File: config.mk
export PLATFORM = sky130hd
export DESIGN_NAME = piecewise_linear_time_table
export DESIGN_NICKNAME = d
export VERILOG_FILES = /design/src/plt_pkg.sv /design/src/plt_ctrl.sv /design/src/plt_datapath.sv /design/src/piecewise_linear_time_table.sv
export SDC_FILE = /design/constraint.sdc
export NUM_CORES = 2
export LEC_CHECK = 0
export BUFFER_PORTS_ARGS = -buffer_cell sky130_fd_sc_hd__buf_2
export CORE_MARGIN = 3
export CORE_UTILIZATION = 50
export CTS_CLUSTER_SIZE = 25
export DETAILED_ROUTE_END_ITERATION = 16
export PLACE_DENSITY = 0.73
export SYNTH_ARGS = -nofsm -noshare
export SYNTH_HDL_FRONTEND = slang
export SYNTH_SLANG_ARGS = --single-unit
File: constraint.sdc
create_clock -name i_clk -period 14.75 [get_ports i_clk]
set_clock_uncertainty 0.1 [all_clocks]
set_input_delay 0.7375 -clock i_clk [delete_from_list [all_inputs] [get_ports i_clk]]
set_output_delay 0.7375 -clock i_clk [all_outputs]
set_load 0.03 [all_outputs]
File: src/plt_pkg.sv
// ----------------------------------------------------------------------------
// plt_pkg
// shared constants, codes and control types of the usage time table
// ----------------------------------------------------------------------------
package plt_pkg;

    localparam int TABLE_DEPTH = 16;
    localparam int IDX_W       = $clog2(TABLE_DEPTH);
    localparam int CNT_W       = $clog2(TABLE_DEPTH + 1);

    localparam int OCC_W   = 8;
    localparam int MIN_W   = 24;
    localparam int ENTRY_W = OCC_W + MIN_W;
    localparam int PROD_W  = MIN_W + OCC_W;
    localparam int DCNT_W  = $clog2(PROD_W + 1);

    localparam int IN_DATA_W  = 32;
    localparam int OUT_DATA_W = 24;

    typedef enum logic {
        MODE_INSERT = 1'b0,
        MODE_QUERY  = 1'b1
    } t_mode;

    typedef enum logic [1:0] {
        ST_OK        = 2'd0,
        ST_BELOW_MIN = 2'd1,
        ST_EMPTY     = 2'd2,
        ST_FULL      = 2'd3
    } t_status;

    typedef enum logic [1:0] {
        RES_ZERO,
        RES_PREV,
        RES_CUR,
        RES_INTERP
    } t_res;

    typedef enum logic [3:0] {
        S_IDLE,
        S_SCAN,
        S_SHIFT_PREP,
        S_SHIFT,
        S_WR_UPD,
        S_WR_NEW,
        S_MUL,
        S_DIV,
        S_OUT
    } t_state;

    typedef struct packed {
        logic    load;
        logic    scan_next;
        logic    scan_stop;
        logic    idx_last;
        logic    idx_dec;
        logic    shift_wr;
        logic    wr_new;
        logic    count_inc;
        logic    mul;
        logic    div_step;
        logic    res_load;
        t_res    res_sel;
        t_status res_status;
        logic    out_load;
    } t_cmd;

    typedef struct packed {
        logic is_query;
        logic below_min;
        logic empty;
        logic full;
        logic at_end;
        logic at_first;
        logic occ_lt;
        logic occ_eq;
        logic shift_done;
        logic div_last;
        logic out_free;
    } t_stat;

endpackage

File: src/plt_ctrl.sv
// ----------------------------------------------------------------------------
// plt_ctrl
// sequencer for table scan, sorted insert and serial interpolation
// ----------------------------------------------------------------------------
module plt_ctrl (
    input  logic           i_clk,
    input  logic           i_rst_n,
    input  logic           i_in_valid,
    output logic           o_in_ready,
    input  plt_pkg::t_stat i_stat,
    output plt_pkg::t_cmd  o_cmd
);

    plt_pkg::t_state r_state;
    plt_pkg::t_state n_state;

    always_ff @(posedge i_clk) begin
        if (!i_rst_n) begin
            r_state <= plt_pkg::S_IDLE;
        end else begin
            r_state <= n_state;
        end
    end

    assign o_in_ready = (r_state == plt_pkg::S_IDLE);

    // next state
    always_comb begin
        n_state = r_state;
        unique case (r_state)
            plt_pkg::S_IDLE: begin
                if (i_in_valid) begin
                    n_state = plt_pkg::S_SCAN;
                end
            end
            plt_pkg::S_SCAN: begin
                priority if (i_stat.is_query && i_stat.below_min) begin
                    n_state = plt_pkg::S_OUT;
                end else if (i_stat.is_query && i_stat.empty) begin
                    n_state = plt_pkg::S_OUT;
                end else if (!i_stat.at_end && i_stat.occ_lt) begin
                    n_state = plt_pkg::S_SCAN;
                end else if (i_stat.is_query) begin
                    if (i_stat.at_end || i_stat.occ_eq || i_stat.at_first) begin
                        n_state = plt_pkg::S_OUT;
                    end else begin
                        n_state = plt_pkg::S_MUL;
                    end
                end else if (!i_stat.at_end && i_stat.occ_eq) begin
                    n_state = plt_pkg::S_WR_UPD;
                end else if (i_stat.full) begin
                    n_state = plt_pkg::S_OUT;
                end else if (i_stat.at_end) begin
                    n_state = plt_pkg::S_WR_NEW;
                end else begin
                    n_state = plt_pkg::S_SHIFT_PREP;
                end
            end
            plt_pkg::S_SHIFT_PREP: begin
                n_state = plt_pkg::S_SHIFT;
            end
            plt_pkg::S_SHIFT: begin
                if (i_stat.shift_done) begin
                    n_state = plt_pkg::S_WR_NEW;
                end
            end
            plt_pkg::S_WR_UPD: begin
                n_state = plt_pkg::S_OUT;
            end
            plt_pkg::S_WR_NEW: begin
                n_state = plt_pkg::S_OUT;
            end
            plt_pkg::S_MUL: begin
                n_state = plt_pkg::S_DIV;
            end
            plt_pkg::S_DIV: begin
                if (i_stat.div_last) begin
                    n_state = plt_pkg::S_OUT;
                end
            end
            plt_pkg::S_OUT: begin
                if (i_stat.out_free) begin
                    n_state = plt_pkg::S_IDLE;
                end
            end
            default: begin
                n_state = plt_pkg::S_IDLE;
            end
        endcase
    end

    // commands
    always_comb begin
        o_cmd            = '0;
        o_cmd.res_sel    = plt_pkg::RES_ZERO;
        o_cmd.res_status = plt_pkg::ST_OK;
        unique case (r_state)
            plt_pkg::S_IDLE: begin
                o_cmd.load = i_in_valid;
            end
            plt_pkg::S_SCAN: begin
                priority if (i_stat.is_query && i_stat.below_min) begin
                    o_cmd.res_load   = 1'b1;
                    o_cmd.res_status = plt_pkg::ST_BELOW_MIN;
                end else if (i_stat.is_query && i_stat.empty) begin
                    o_cmd.res_load   = 1'b1;
                    o_cmd.res_status = plt_pkg::ST_EMPTY;
                end else if (!i_stat.at_end && i_stat.occ_lt) begin
                    o_cmd.scan_next = 1'b1;
                end else if (i_stat.is_query) begin
                    o_cmd.scan_stop = 1'b1;
                    if (i_stat.at_end) begin
                        o_cmd.res_load = 1'b1;
                        o_cmd.res_sel  = plt_pkg::RES_PREV;
                    end else if (i_stat.occ_eq || i_stat.at_first) begin
                        o_cmd.res_load = 1'b1;
                        o_cmd.res_sel  = plt_pkg::RES_CUR;
                    end
                end else begin
                    o_cmd.scan_stop = 1'b1;
                    if (!(!i_stat.at_end && i_stat.occ_eq) && i_stat.full) begin
                        o_cmd.res_load   = 1'b1;
                        o_cmd.res_status = plt_pkg::ST_FULL;
                    end
                end
            end
            plt_pkg::S_SHIFT_PREP: begin
                o_cmd.idx_last = 1'b1;
            end
            plt_pkg::S_SHIFT: begin
                o_cmd.shift_wr = 1'b1;
                o_cmd.idx_dec  = !i_stat.shift_done;
            end
            plt_pkg::S_WR_UPD: begin
                o_cmd.wr_new   = 1'b1;
                o_cmd.res_load = 1'b1;
            end
            plt_pkg::S_WR_NEW: begin
                o_cmd.wr_new    = 1'b1;
                o_cmd.count_inc = 1'b1;
                o_cmd.res_load  = 1'b1;
            end
            plt_pkg::S_MUL: begin
                o_cmd.mul = 1'b1;
            end
            plt_pkg::S_DIV: begin
                if (i_stat.div_last) begin
                    o_cmd.res_load = 1'b1;
                    o_cmd.res_sel  = plt_pkg::RES_INTERP;
                end else begin
                    o_cmd.div_step = 1'b1;
                end
            end
            plt_pkg::S_OUT: begin
                o_cmd.out_load = i_stat.out_free;
            end
            default: begin
                o_cmd.load = 1'b0;
            end
        endcase
    end

endmodule

File: src/plt_datapath.sv
// ----------------------------------------------------------------------------
// plt_datapath
// point table memory, scan compare, multiplier, serial divider, output stage
// ----------------------------------------------------------------------------
module plt_datapath (
    input  logic                             i_clk,
    input  logic                             i_rst_n,
    input  logic                             i_cfg_we,
    input  logic [plt_pkg::OCC_W-1:0]        i_cfg_wdata,
    input  logic [plt_pkg::IN_DATA_W-1:0]    i_in_data,
    input  logic                             i_in_user,
    output logic                             o_out_valid,
    input  logic                             i_out_ready,
    output logic [plt_pkg::OUT_DATA_W-1:0]   o_out_data,
    output logic [1:0]                       o_out_user,
    input  plt_pkg::t_cmd                    i_cmd,
    output plt_pkg::t_stat                   o_stat
);

    logic [plt_pkg::ENTRY_W-1:0] r_mem [plt_pkg::TABLE_DEPTH];
    logic [plt_pkg::ENTRY_W-1:0] r_rd_data;

    logic [plt_pkg::OCC_W-1:0]   r_min_occ;
    logic [plt_pkg::CNT_W-1:0]   r_count;
    logic [plt_pkg::CNT_W-1:0]   r_idx;
    logic [plt_pkg::CNT_W-1:0]   n_idx;
    logic [plt_pkg::CNT_W-1:0]   r_pos;

    logic                        r_mode;
    logic [plt_pkg::OCC_W-1:0]   r_occ;
    logic [plt_pkg::MIN_W-1:0]   r_mins;

    logic [plt_pkg::ENTRY_W-1:0] r_prev;
    logic [plt_pkg::ENTRY_W-1:0] r_cur;

    logic                        r_neg;
    logic [plt_pkg::OCC_W-1:0]   r_den;
    logic [plt_pkg::OCC_W-1:0]   r_rem;
    logic [plt_pkg::PROD_W-1:0]  r_quo;
    logic [plt_pkg::DCNT_W-1:0]  r_dcnt;

    logic [plt_pkg::MIN_W-1:0]   r_res_time;
    logic [1:0]                  r_res_status;
    logic                        r_out_valid;
    logic [plt_pkg::MIN_W-1:0]   r_out_time;
    logic [1:0]                  r_out_status;

    logic [plt_pkg::OCC_W-1:0]   w_rd_occ;
    logic [plt_pkg::CNT_W-1:0]   w_idx_inc;
    logic [plt_pkg::CNT_W-1:0]   w_count_dec;
    logic                        w_we;
    logic [plt_pkg::IDX_W-1:0]   w_waddr;
    logic [plt_pkg::ENTRY_W-1:0] w_wdata;

    logic [plt_pkg::MIN_W-1:0]   w_lo_min;
    logic [plt_pkg::MIN_W-1:0]   w_hi_min;
    logic [plt_pkg::OCC_W-1:0]   w_lo_occ;
    logic [plt_pkg::OCC_W-1:0]   w_hi_occ;
    logic                        w_neg;
    logic [plt_pkg::MIN_W-1:0]   w_dmin_abs;
    logic [plt_pkg::OCC_W-1:0]   w_dq;
    logic [plt_pkg::PROD_W-1:0]  w_prod;

    logic [plt_pkg::OCC_W:0]     w_trial;
    logic [plt_pkg::OCC_W:0]     w_diff;
    logic                        w_ge;
    logic [plt_pkg::MIN_W-1:0]   w_interp;
    logic [plt_pkg::MIN_W-1:0]   w_res_time;
    logic                        w_out_free;

    assign w_rd_occ    = r_rd_data[plt_pkg::ENTRY_W-1:plt_pkg::MIN_W];
    assign w_idx_inc   = r_idx + plt_pkg::CNT_W'(1);
    assign w_count_dec = r_count - plt_pkg::CNT_W'(1);

    // index of the entry whose data shows on the read port next cycle
    always_comb begin
        n_idx = r_idx;
        priority if (i_cmd.load) begin
            n_idx = '0;
        end else if (i_cmd.scan_next) begin
            n_idx = w_idx_inc;
        end else if (i_cmd.idx_last) begin
            n_idx = w_count_dec;
        end else if (i_cmd.idx_dec) begin
            n_idx = r_idx - plt_pkg::CNT_W'(1);
        end
    end

    assign w_we    = i_cmd.shift_wr | i_cmd.wr_new;
    assign w_waddr = i_cmd.shift_wr ? w_idx_inc[plt_pkg::IDX_W-1:0]
                                    : r_pos[plt_pkg::IDX_W-1:0];
    assign w_wdata = i_cmd.shift_wr ? r_rd_data : {r_occ, r_mins};

    always_ff @(posedge i_clk) begin
        if (w_we) begin
            r_mem[w_waddr] <= w_wdata;
        end
        r_rd_data <= r_mem[n_idx[plt_pkg::IDX_W-1:0]];
    end

    // interpolation operands: lo from previous entry, hi from current
    assign w_lo_min   = r_prev[plt_pkg::MIN_W-1:0];
    assign w_lo_occ   = r_prev[plt_pkg::ENTRY_W-1:plt_pkg::MIN_W];
    assign w_hi_min   = r_cur[plt_pkg::MIN_W-1:0];
    assign w_hi_occ   = r_cur[plt_pkg::ENTRY_W-1:plt_pkg::MIN_W];
    assign w_neg      = (w_hi_min < w_lo_min);
    assign w_dmin_abs = w_neg ? (w_lo_min - w_hi_min) : (w_hi_min - w_lo_min);
    assign w_dq       = r_occ - w_lo_occ;
    assign w_prod     = w_dmin_abs * w_dq;

    // restoring division, one quotient bit per cycle
    assign w_trial = {r_rem, r_quo[plt_pkg::PROD_W-1]};
    assign w_ge    = (w_trial >= {1'b0, r_den});
    assign w_diff  = w_trial - {1'b0, r_den};

    assign w_interp = r_neg ? (w_lo_min - r_quo[plt_pkg::MIN_W-1:0])
                            : (w_lo_min + r_quo[plt_pkg::MIN_W-1:0]);

    always_comb begin
        unique case (i_cmd.res_sel)
            plt_pkg::RES_ZERO:   w_res_time = '0;
            plt_pkg::RES_PREV:   w_res_time = r_prev[plt_pkg::MIN_W-1:0];
            plt_pkg::RES_CUR:    w_res_time = r_rd_data[plt_pkg::MIN_W-1:0];
            plt_pkg::RES_INTERP: w_res_time = w_interp;
            default:             w_res_time = '0;
        endcase
    end

    assign w_out_free = !r_out_valid || i_out_ready;

    // control registers
    always_ff @(posedge i_clk) begin
        if (!i_rst_n) begin
            r_min_occ   <= plt_pkg::OCC_W'(1);
            r_count     <= '0;
            r_idx       <= '0;
            r_out_valid <= 1'b0;
        end else begin
            if (i_cfg_we) begin
                r_min_occ <= i_cfg_wdata;
            end
            if (i_cmd.count_inc) begin
                r_count <= r_count + plt_pkg::CNT_W'(1);
            end
            r_idx <= n_idx;
            if (i_cmd.out_load) begin
                r_out_valid <= 1'b1;
            end else if (i_out_ready) begin
                r_out_valid <= 1'b0;
            end
        end
    end

    // payload registers
    always_ff @(posedge i_clk) begin
        if (i_cmd.load) begin
            r_mode <= i_in_user;
            r_occ  <= i_in_data[plt_pkg::OCC_W-1:0];
            r_mins <= i_in_data[plt_pkg::IN_DATA_W-1:plt_pkg::OCC_W];
        end
        if (i_cmd.scan_next) begin
            r_prev <= r_rd_data;
        end
        if (i_cmd.scan_stop) begin
            r_cur <= r_rd_data;
            r_pos <= r_idx;
        end
        if (i_cmd.mul) begin
            r_neg  <= w_neg;
            r_den  <= w_hi_occ - w_lo_occ;
            r_rem  <= '0;
            r_quo  <= w_prod;
            r_dcnt <= '0;
        end
        if (i_cmd.div_step) begin
            r_rem  <= w_ge ? w_diff[plt_pkg::OCC_W-1:0] : w_trial[plt_pkg::OCC_W-1:0];
            r_quo  <= {r_quo[plt_pkg::PROD_W-2:0], w_ge};
            r_dcnt <= r_dcnt + plt_pkg::DCNT_W'(1);
        end
        if (i_cmd.res_load) begin
            r_res_time   <= w_res_time;
            r_res_status <= i_cmd.res_status;
        end
        if (i_cmd.out_load) begin
            r_out_time   <= r_res_time;
            r_out_status <= r_res_status;
        end
    end

    assign o_stat.is_query   = (r_mode == plt_pkg::MODE_QUERY);
    assign o_stat.below_min  = (r_occ < r_min_occ);
    assign o_stat.empty      = (r_count == '0);
    assign o_stat.full       = (r_count == plt_pkg::CNT_W'(plt_pkg::TABLE_DEPTH));
    assign o_stat.at_end     = (r_idx == r_count);
    assign o_stat.at_first   = (r_idx == '0);
    assign o_stat.occ_lt     = (w_rd_occ < r_occ);
    assign o_stat.occ_eq     = (w_rd_occ == r_occ);
    assign o_stat.shift_done = (r_idx == r_pos);
    assign o_stat.div_last   = (r_dcnt == plt_pkg::DCNT_W'(plt_pkg::PROD_W));
    assign o_stat.out_free   = w_out_free;

    assign o_out_valid = r_out_valid;
    assign o_out_data  = r_out_time;
    assign o_out_user  = r_out_status;

endmodule

File: src/piecewise_linear_time_table.sv
// ----------------------------------------------------------------------------
// piecewise_linear_time_table
// sorted (occupation, minutes) point table with clamped linear interpolation
// ----------------------------------------------------------------------------
// One item is in work at a time; the next is taken once the result has moved
// into the output register, which holds it until the master side takes the
// transfer. The table has one write and one read port and is walked one
// entry per cycle. A query ends with the scan for a below-minimum, empty,
// exact or clamped result; when it interpolates, a multiply step and the
// bit-serial divider follow the scan. An insert updates an equal entry or
// moves the later entries up one place to make room for a new one, and a
// full table rejects a new point.
// The minimum occupation register may be written while no item is in work.
// ----------------------------------------------------------------------------
module piecewise_linear_time_table (
    input  logic        i_clk,
    input  logic        i_rst_n,
    input  logic        i_cfg_we,
    input  logic [7:0]  i_cfg_wdata,      // minimum_occupation
    input  logic        i_s_axis_tvalid,
    output logic        o_s_axis_tready,
    input  logic [31:0] i_s_axis_tdata,   // occupation[7:0], minutes[31:8]
    input  logic        i_s_axis_tuser,   // mode
    output logic        o_m_axis_tvalid,
    input  logic        i_m_axis_tready,
    output logic [23:0] o_m_axis_tdata,   // usage_time[23:0]
    output logic [1:0]  o_m_axis_tuser    // status[1:0]
);

    plt_pkg::t_cmd  w_cmd;
    plt_pkg::t_stat w_stat;

    plt_ctrl u_ctrl (
        .i_clk      (i_clk),
        .i_rst_n    (i_rst_n),
        .i_in_valid (i_s_axis_tvalid),
        .o_in_ready (o_s_axis_tready),
        .i_stat     (w_stat),
        .o_cmd      (w_cmd)
    );

    plt_datapath u_datapath (
        .i_clk       (i_clk),
        .i_rst_n     (i_rst_n),
        .i_cfg_we    (i_cfg_we),
        .i_cfg_wdata (i_cfg_wdata),
        .i_in_data   (i_s_axis_tdata),
        .i_in_user   (i_s_axis_tuser),
        .o_out_valid (o_m_axis_tvalid),
        .i_out_ready (i_m_axis_tready),
        .o_out_data  (o_m_axis_tdata),
        .o_out_user  (o_m_axis_tuser),
        .i_cmd       (w_cmd),
        .o_stat      (w_stat)
    );

endmodule

==> metrics.csv <==
metric,value,unit
status,"complete, no violations",
share of flip-flops with an asynchronous set or reset,0,%
# port buffers,73,
Final TNS setup,0,ns
startpoint types,flop,
vias in the first global route,25200,
Antenna diodes,0,
first-pass GRT wire length,147000,µm
H-tree depth,3,
"EDFF count, synth",721,
Clock Sinks,776,
Nets,3697,
final slew viol count,0,
Critical Path RT,14.98,ns
area delta synth->final,11.2,%
global route total overflow,0,
Rows,104,
total power,7.68,mW
Non-Filler Instances,4477,
syn avg cell area,12.5,µm²
syn_nets,3621,
hold_buf cts,0,
largest area contributor in the netlist,edfxtp_1,
most frequent CP cell,fa_1,
ys flop type,edfxtp_1,
Starting Density,50.6,%
Cells after DPL,4321,
Peak supply drop,0.212,mV
DRC,0,
Area contributors post-synth,"edfxtp_1 53%, mux2i_1 8.4%, fa_1 6.8%, ha_1 5.1%, nand2_1 3.1%",
initial antenna violation count,3,
initial drt markers,2055,
FMAX,114,MHz
Crit. End Element,flop,
Slew @ Worst Pin,1.08,ns
PostCTS Resize Cnt,0,
Post-Syn Area,40900,µm²
Root Driver,clkbuf_16,
Seq cells post-synth,776,
Ys Warns,0,
Power Density,169,nW/µm²
drt pass-1 iters,6,
P_leak,17.3,nW
"Design Area, Final",45400,µm²
Synth cell types,81,
Post-Route WL,96200,µm
Worst Path Buf+Inv,4,
I/O Pins,74,
postcts setup bufs,0,
post-route ant nets,0,
DR WL/cell,21.5,µm
Max-slew headroom,27.7,%
Final Hold Viols,0,
Final min period,8.74,ns
Die Span Y,292,µm
Worst path top cell family by delay,compound AO/OA/AOI/OAI gates,
Crit path largest cell delay,0.52,ns
core area,80800,µm²
fillers,6439,
Total GRT Usage,22.4,%
max-cap viol count,0,
largest net degree at the start of global routing,130,
share of cells above drive strength 1,9.75,%
Finish-stage setup viols,0,
CTS Buffer Depth,3,
total number of vias,25700,
Hold WC Path Type,in -> reg,
Final GP Congestion,0.903,
Synth top area share,52.9,%
"Seq/Total Area, Yosys",55.6,%
Final HPWL DP,60300,µm
worst skew pair latency,0.64,ns
Setup Crit Path Kind,reg -> reg,
RSZ-0062 raised after global routing,false,
"Cell Area, Placed",42600,µm²
DIE WIDTH,292,µm
"Max stage delay cell, worst path",fa_1,
CP arrival,8.97,ns
number of buffers created by CTS,84,
CP Max Fanout,41,
period utilisation layout,59.2,%
CTS tree,yes,
vias per cell,5.74,
clock-pin slew on the worst setup and hold paths,0.06,ns
die footprint,85200,µm²
Synth Instances,3271,
## layout make-up
type                    count  area (µm²)  share of cell area (%)
flip-flops and latches    776       22800                    50.1
multi-input cells        2089       16700                    36.8
clock buffers             111        2290                    5.05
well taps                1060        1330                    2.92
inverters                 274        1030                    2.26
repair buffers            122         746                    1.64
clock inverters            45         562                    1.24
## worst reg2reg max path: cells and delay by family (launching register included)
family	cells	cell delay (ns)
AOI/OAI and AO/OA	12	3.24
xor gates and xnor gates	2	0.53
adders and majority gates	6	2.62
buffers and inverters	4	0.27
DFF	1	0.51
muxes	1	0.42
and+or+nand+nor	3	0.72
## power breakdown
part	internal, mW	leakage, nW	switching (mW)	total (mW)
logic	1.19	8.88	1.75	2.94
clock network	1.26	1.39	0.872	2.14
registers	2.59	7.01	0.0173	2.61
total	5.04	17.3	2.64	7.68
## per-stage QoR
| step | hold slack, ns | utilization [%] | setup slack [ns] |
|---|---|---|---|
| after floorplan | 0.300 | - | 7.04 |
| after global placement | 0.304 | 52.7 | 6.22 |
| after detailed placement | 0.305 | 52.7 | 6.13 |
| after CTS | 0.123 | 56.2 | 6.06 |
| after global routing | 0.130 | 56.2 | 5.38 |
| final | 0.161 | 56.2 | 6.01 |
## Yosys cell counts (19+ instances only)
master and instances:
xor2_1 37, nand3_1 21, dfxtp_1 55, clkbuf_1 71, fa_1 138, nor3_1 21
o21ai_0 89, inv_1 273, mux2i_1 342, nor2b_1 23, a32oi_1 67, nand2_1 335
a21oi_1 124, buf_2 33, a21o_1 54, ha_1 166, nor2_1 298, nand2b_1 19
edfxtp_1 721, xnor2_1 77, buf_4 20
## path summary, 6_finish.rpt
path / to / from / depth (start not counted) / slack, ns
setup / recovery: u_datapath.r_quo[29]$_DFFE_PP_ / u_datapath.r_prev[1]$_DFFE_PP_ / 28 / 6.01
hold / removal: u_datapath.r_mins[5]$_DFFE_PP_ / i_s_axis_tdata[13] / 1 / 0.16
setup reg to reg: u_datapath.r_quo[29]$_DFFE_PP_ / u_datapath.r_prev[1]$_DFFE_PP_ / 28 / 6.01
hold reg to reg: u_datapath.o_out_data[10]$_DFFE_PP_ / u_datapath.r_res_time[10]$_DFFE_PP_ / 0 / 0.31
## logic make-up after synthesis
group,after synthesis,share of synthesized area [%]
flops,776,55.6
mux,344,8.43
fa+ha+maj,304,11.8
xor+xnor,130,3.08
buf+inv,406,4.12
simple gates,813,8.56
compound gates,498,8.34
## cell usage in the layout, fill, tap and decap left out, types with 13 or more instances in the layout
cell       instances
nor3_1            21
o21ai_0           88
a32oi_1           67
buf_4             48
nor2_4            18
mux2i_1          342
xnor2_1           72
clkinv_1          14
o21bai_1          18
o21a_1            13
clkbuf_16         85
xor2_1            36
or2_2             14
edfxtp_1         721
nor2_1           279
nand4_1           14
a31oi_1           13
inv_1            272
a22oi_1           13
buf_2             73
nand3_1           21
dfxtp_1           55
nand2_1          335
clkbuf_1          19
a21oi_1          123
xnor2_2           19
ha_1             166
nor2b_1           21
a21o_1            54
nand2b_1          18
fa_1             138
## flip-flops by register name, summed over array words and instances, names as in the netlist, 2 cells and up
register	cells
u_datapath.r_quo	32
u_datapath.r_count	5
u_datapath.o_out_user	2
u_datapath.r_min_occ	8
u_datapath.r_mem	512
u_datapath.r_rd_data	32
u_datapath.r_mins	24
u_datapath.r_dcnt	6
u_datapath.r_rem	8
u_ctrl.r_state	4
u_datapath.r_cur	32
u_datapath.r_prev	32
u_datapath.r_res_time	24
u_datapath.o_out_data	24
u_datapath.r_occ	8
u_datapath.r_pos	5
u_datapath.r_res_status	2
u_datapath.r_idx	5
u_datapath.r_den	8
## layer usage
| layer | track usage (%) | share of wire [%] | vias to the layer above |
|---|---|---|---|
| li1 | - | - | 11800 |
| met1 | 30.6 | 42 | 12600 |
| met2 | 37.4 | 48 | 1012 |
| met3 | 3.01 | 6.8 | 188 |
| met4 | 7.02 | 3.0 | 0 |
| met5 | 0 | 0 | - |
Power figures use the tool's default switching activity.
